<file path="config.mk">
export PLATFORM = sky130hd
export DESIGN_NAME = qpll_ctrl
export DESIGN_NICKNAME = d
export VERILOG_FILES = /design/src/rtl/core/qpll_pkg.sv /design/src/rtl/core/qpll_ctrl.sv
export SDC_FILE = /design/constraint.sdc
export NUM_CORES = 1
export LEC_CHECK = 0
export BUFFER_PORTS_ARGS = -buffer_cell sky130_fd_sc_hd__buf_4
export CORE_MARGIN = 3
export CORE_UTILIZATION = 46
export DETAILED_ROUTE_END_ITERATION = 16
export PLACE_DENSITY_LB_ADDON = 0.2
export SYNTH_ARGS = -nofsm -noshare
export SYNTH_HDL_FRONTEND = slang
export SYNTH_SLANG_ARGS = --single-unit
export TNS_END_PERCENT = 5
</file>
<file path="constraint.sdc">
create_clock -name clk -period 1.95 [get_ports clk]
set_input_delay 0.2925 -clock clk [delete_from_list [all_inputs] [get_ports clk]]
set_output_delay 0.2925 -clock clk [all_outputs]
set_load 0.01 [all_outputs]
</file>
<file path="src/rtl/core/qpll_pkg.sv">
// shared types, constants and microprogram for the quadrature pll
package qpll_pkg;

  localparam logic [24:0] TURN      = 25'd16777216;
  localparam logic [24:0] HALF_TURN = 25'd8388608;
  localparam logic [30:0] ONE_Q30   = 31'd1073741824;
  // round(2*pi*2^30) is even, so half of it fits 32 bits unsigned
  localparam logic [31:0] TWO_PI_HALF = 32'd3373259426;
  localparam logic [30:0] MAG_MAX     = 31'h7fffffff;

  // configuration register indexes
  localparam int CFG_IW = 3;
  localparam logic [CFG_IW-1:0] CFG_NOMINAL_FREQ  = 3'd0;
  localparam logic [CFG_IW-1:0] CFG_SAMPLE_PERIOD = 3'd1;
  localparam logic [CFG_IW-1:0] CFG_PROP_GAIN     = 3'd2;
  localparam logic [CFG_IW-1:0] CFG_INTEG_GAIN    = 3'd3;
  localparam logic [CFG_IW-1:0] CFG_FREQ_LIMIT    = 3'd4;

  typedef logic [4:0] op_t;

  localparam op_t OP_AA  = 5'd0;   // |alpha|^2
  localparam op_t OP_BB  = 5'd1;   // |beta|^2, starts the root
  localparam op_t OP_AC  = 5'd2;   // alpha * last cos
  localparam op_t OP_BS  = 5'd3;   // beta * last sin, half-turn jump
  localparam op_t OP_FT  = 5'd4;   // angle advance
  localparam op_t OP_X   = 5'd5;   // octant angle to radians
  localparam op_t OP_X2  = 5'd6;
  localparam op_t OP_D72 = 5'd7;
  localparam op_t OP_D42 = 5'd8;
  localparam op_t OP_D20 = 5'd9;
  localparam op_t OP_D6  = 5'd10;
  localparam op_t OP_D90 = 5'd11;
  localparam op_t OP_D56 = 5'd12;
  localparam op_t OP_D30 = 5'd13;
  localparam op_t OP_D12 = 5'd14;
  localparam op_t OP_D2  = 5'd15;  // last cosine term, builds cos/sin
  localparam op_t OP_QM  = 5'd16;  // x2 * t
  localparam op_t OP_SX  = 5'd17;  // x * t, octant sine
  localparam op_t OP_CB  = 5'd18;
  localparam op_t OP_SA  = 5'd19;  // phase error
  localparam op_t OP_UP  = 5'd20;  // proportional term
  localparam op_t OP_UI  = 5'd21;  // integrator and clamp

  localparam int PCW = 5;
  localparam logic [PCW-1:0] PROG_LAST = 5'd27;

  typedef struct packed {
    logic load;
    logic issue;
    op_t  op;
    logic load_out;
  } qpll_cmd_t;

  typedef struct packed {
    logic root_done;
  } qpll_stat_t;

  function automatic op_t prog_op(input logic [PCW-1:0] pc);
    op_t o;
    unique case (pc)
      5'd0:  o = OP_AA;
      5'd1:  o = OP_BB;
      5'd2:  o = OP_AC;
      5'd3:  o = OP_BS;
      5'd4:  o = OP_FT;
      5'd5:  o = OP_X;
      5'd6:  o = OP_X2;
      5'd7:  o = OP_D72;
      5'd8:  o = OP_QM;
      5'd9:  o = OP_D42;
      5'd10: o = OP_QM;
      5'd11: o = OP_D20;
      5'd12: o = OP_QM;
      5'd13: o = OP_D6;
      5'd14: o = OP_SX;
      5'd15: o = OP_D90;
      5'd16: o = OP_QM;
      5'd17: o = OP_D56;
      5'd18: o = OP_QM;
      5'd19: o = OP_D30;
      5'd20: o = OP_QM;
      5'd21: o = OP_D12;
      5'd22: o = OP_QM;
      5'd23: o = OP_D2;
      5'd24: o = OP_CB;
      5'd25: o = OP_SA;
      5'd26: o = OP_UP;
      5'd27: o = OP_UI;
      default: o = OP_UI;
    endcase
    return o;
  endfunction

  function automatic logic [6:0] div_den(input op_t op);
    logic [6:0] d;
    unique case (op)
      OP_D72: d = 7'd72;
      OP_D42: d = 7'd42;
      OP_D20: d = 7'd20;
      OP_D6:  d = 7'd6;
      OP_D90: d = 7'd90;
      OP_D56: d = 7'd56;
      OP_D30: d = 7'd30;
      OP_D12: d = 7'd12;
      OP_D2:  d = 7'd2;
      default: d = 7'd1;
    endcase
    return d;
  endfunction

  // floor(2^32 / d)
  function automatic logic [31:0] div_rcp(input op_t op);
    logic [31:0] m;
    unique case (op)
      OP_D72: m = 32'd59652323;
      OP_D42: m = 32'd102261126;
      OP_D20: m = 32'd214748364;
      OP_D6:  m = 32'd715827882;
      OP_D90: m = 32'd47721858;
      OP_D56: m = 32'd76695844;
      OP_D30: m = 32'd143165576;
      OP_D12: m = 32'd357913941;
      OP_D2:  m = 32'd2147483648;
      default: m = 32'd0;
    endcase
    return m;
  endfunction

endpackage

</file>
<file path="src/rtl/core/qpll_ctrl.sv">
// sequencer: steps the datapath through the per-sample microprogram
module qpll_ctrl (
  input  logic                  clk,
  input  logic                  rst_n,
  input  logic                  in_valid,
  output logic                  in_ready,
  output logic                  out_valid,
  input  logic                  out_ready,
  output qpll_pkg::qpll_cmd_t   cmd,
  input  qpll_pkg::qpll_stat_t  stat
);

  localparam logic [1:0] ST_IDLE = 2'd0;
  localparam logic [1:0] ST_RUN  = 2'd1;
  localparam logic [1:0] ST_FIN  = 2'd2;

  logic [1:0]               state_r, state_nxt;
  logic [qpll_pkg::PCW-1:0] pc_r, pc_nxt;
  logic                     ph_r, ph_nxt;
  logic                     full_r, full_nxt;
  logic                     load_out;

  assign in_ready  = (state_r == ST_IDLE);
  assign out_valid = full_r;

  always_comb begin
    state_nxt = state_r;
    pc_nxt    = pc_r;
    ph_nxt    = ph_r;
    load_out  = 1'b0;
    cmd       = '0;
    unique case (state_r)
      ST_IDLE: begin
        if (in_valid) begin
          cmd.load  = 1'b1;
          state_nxt = ST_RUN;
          pc_nxt    = '0;
          ph_nxt    = 1'b0;
        end
      end
      ST_RUN: begin
        // even cycle issues a multiply, odd cycle writes it back
        if (!ph_r) begin
          cmd.issue = 1'b1;
          cmd.op    = qpll_pkg::prog_op(pc_r);
          ph_nxt    = 1'b1;
        end else begin
          ph_nxt = 1'b0;
          if (pc_r == qpll_pkg::PROG_LAST) begin
            state_nxt = ST_FIN;
          end else begin
            pc_nxt = pc_r + 1'b1;
          end
        end
      end
      ST_FIN: begin
        if (stat.root_done && (!full_r || out_ready)) begin
          load_out  = 1'b1;
          state_nxt = ST_IDLE;
        end
      end
      default: state_nxt = ST_IDLE;
    endcase
    cmd.load_out = load_out;
  end

  always_comb begin
    full_nxt = full_r;
    if (load_out) begin
      full_nxt = 1'b1;
    end else if (out_ready) begin
      full_nxt = 1'b0;
    end
  end

  always_ff @(posedge clk) begin
    if (!rst_n) begin
      state_r <= ST_IDLE;
      pc_r    <= '0;
      ph_r    <= 1'b0;
      full_r  <= 1'b0;
    end else begin
      state_r <= state_nxt;
      pc_r    <= pc_nxt;
      ph_r    <= ph_nxt;
      full_r  <= full_nxt;
    end
  end

endmodule

</file>
==> parameters.txt <==
Parameter                              Value

STA
  Setup repair after global routing missed its margin    yes
  Fmax achieved    ~530 MHz
  Period minus WS final    about 1900 ps
  Setup violation total in the final timing report    0
  Max-slew violation count    0
  Share of the clock period used by the worst path after layout    0.9699
  Final Skew    around 4.4 ps
  Remaining max-slew budget at the tightest pin    0.7321
  Hold Fails Final Rpt    0
  Pin slew with the least headroom to its limit    between 300 and 400 ps

CTS
  Maximum clock path buffer count    2
  CTS Root Buffer Type    sky130_fd_sc_hd__clkbuf_4
  Postcts setup bufs    0
  CTS Sinks    14
  Clock transition at the register clock pins on the worst setup and hold paths after CTS    ~80 ps
  H-tree lvl count    1
  Clock latency reported for the late side of the worst-skew pair    ~270 ps
  CTS Buf Count    3
  CTS tree    built

Critical path
  Buffers plus inverters on the worst setup path    0
  Delay of the slowest critical-path stage    between 300 and 400 ps
  Class of the most critical setup path    register to register
  Cell-by-cell trace of the critical path    ha_2, and4b_4, a211oi_4, mux2i_2, o21ai_0, a221oi_1
  Worst setup SP type    register
  Kind of cell adding the most delay to the critical path    compound AO/OA/AOI/OAI gates
  Endpoint kind of the worst setup timing path    register
  Slowest cell on crit path    sky130_fd_sc_hd__dfxtp_1
  Critical path peak fanout    5
  Crit path required time    2120 ps
  Crit path DAT    just over 2000 ps

Routing
  Ratio of routed vias to standard cells    between 5 and 6
  Remaining antenna violation count after routing    0
  Number of optimization iterations in the first detailed-route pass    5
  Average routed wire per standard cell    13.86 µm
  Routed wire length    1635 µm
  Count of vias placed by the detailed router    671
  Number of remaining DRC errors    0
  Starting DRC count in detailed routing    24

Finish
  Fin util    0.6789
  # diodes    0
  Fraction of layout instances using a drive strength above 1    0.3204
  Growth of design area from synthesis to finish    29.08%
  Most used cells in the layout excluding fill and tap cells    21 x sky130_fd_sc_hd__buf_4, 14 x sky130_fd_sc_hd__dfxtp_1, 6 x sky130_fd_sc_hd__nor2_1, 5 x sky130_fd_sc_hd__nor2b_1, 5 x sky130_fd_sc_hd__and2_1
  Most common cell after layout, fill and taps aside    sky130_fd_sc_hd__buf_4
  Final-stage net count    110

Yosys
  Number of enable flip-flop cells after synthesis    0
  Yosys top cell by area    sky130_fd_sc_hd__dfxtp_1
  Yosys warns    0
  Main flop type after synthesis    sky130_fd_sc_hd__dfxtp_1
  Synth Register Bits    14
  Share of Yosys cell area claimed by the top area cell type    0.3810
  Distinct cell type count after synthesis    35
  Top post-synthesis cells by area    sky130_fd_sc_hd__dfxtp_1 38%, sky130_fd_sc_hd__nor2b_1 5.1%, sky130_fd_sc_hd__and2_1 4.3%
  Synth Area per Inst    approximately 9 µm²
  Sequential area share after synthesis    0.3810
  Nets in the synthesized netlist    between 80 and 90
  Synthesized cell area    between 700 and 800 µm²
  Cells after Synth    between 80 and 90
  Proportion of synthesized flip-flops having asynchronous set or reset    0

Pwr
  Static power due to leakage    between 0.4 and 0.5 nW
  Power per cell area    approximately 590 nW/µm²
  Total Power    around 0.56 mW
  Peak supply drop    0.0005043 V

Die
  Number of standard-cell rows in the floorplan    13
  Core region area    approximately 1400 µm²
  Die outline area    between 2000 and 2500 µm²
  Initial core utilization    0.5259
  Die Height    around 46 µm
  Die boundary width    ~46 µm
  Number of top-level pins    15

Global route
  Antenna violations before repair    0
  Vias in the first global route    594
  Aggregate global routing overflow    0
  GRT Overall Usage    0.1726
  Largest net degree at the start of global routing    11
  Wire length of the first global-routing pass    roughly 2600 µm

Place
  Routability Congestion    slightly above 0.8
  Post-DP HPWL    1169 µm
  Port bufs    14

Hold path
  Hold Crit Class    input port to register

Outcome
  Status    finished clean

Run
  Maximum capacitance violations    0
[worst paths after layout]
kind / startpoint / to / slack (ps) / cells past startpoint
setup / recovery: pc_r[0] / register / 60 / 6
hold / removal: rst_n / out_valid / 320 / 2
setup reg to reg: pc_r[0] / register / 60 / 6
hold reg to reg: out_valid / out_valid / 550 / 2
[final cells by class]
cell class / count / area, µm²
Inverter: 4 / 15.01
Sequential cell: 14 / 280.3
Multi-Input combinational cell: 60 / 441.7
Clock buffer: 4 / 36.28
Fill cell: 113 / 449.2
Tap cell: 15 / 18.77
Timing Repair Buffer: 21 / 157.7
[metal layers]
| layer | share of wire | track usage | vias up |
|---|---|---|---|
| li1 | - | - | 333 |
| met1 | 0.43 | 0.2297 | 302 |
| met2 | 0.48 | 0.2692 | 32 |
| met3 | 0.080 | 0.05929 | 4 |
| met4 | 0.010 | 0.03409 | 0 |
| met5 | 0 | 0 | - |
[synthesized netlist by cell type (all sizes together), types with 2 or more instances]
cell type,n
dfxtp,14
nor2,6
nor2b,6
and2,5
buf,4
inv,4
nand2,4
mux2i,3
nand3,3
nand4b,3
nor3,3
o21a,3
o21ai,3
a21oi,2
[cell families (layout without fill, tap and decap cells)]
logic type,Yosys count,in the layout,share of synthesized area
and+or+nand+nor,38,38,0.3112
AOI/OAI and AO/OA,16,16,0.1616
DFF,14,14,0.3810
buffers and inverters,8,29,0.05781
muxes,3,3,0.04592
adders and majority gates,2,2,0.03061
xor gates and xnor gates,1,1,0.01191
[where the power goes]
group,switching [mW],internal [mW]
logic,0.0327,0.0312
clock network,0.0876,0.114
registers,0.00293,0.290
[per-stage QoR]
step	cell area, µm²	hold slack (ps)	std cells	setup TNS (ps)	worst slack (ps)
after global routing	949.7	316.6	118	-117.0	-51.44
after CTS	927.1	311.0	118	0	3.492
after floorplan	735.7	420.7	82	0	105.7
after detailed placement	884.6	529.6	114	0	2.694
after global placement	884.6	516.5	114	0	53.91
final	949.7	320.1	118	0	58.68
[timing repair]
action	CTS	global route
endpoints found under the hold margin	0	0
setup endpoints to repair	6	10
gates resized for setup	2	6
hold buffers	0	0
(Power assumes the default switching activity.)
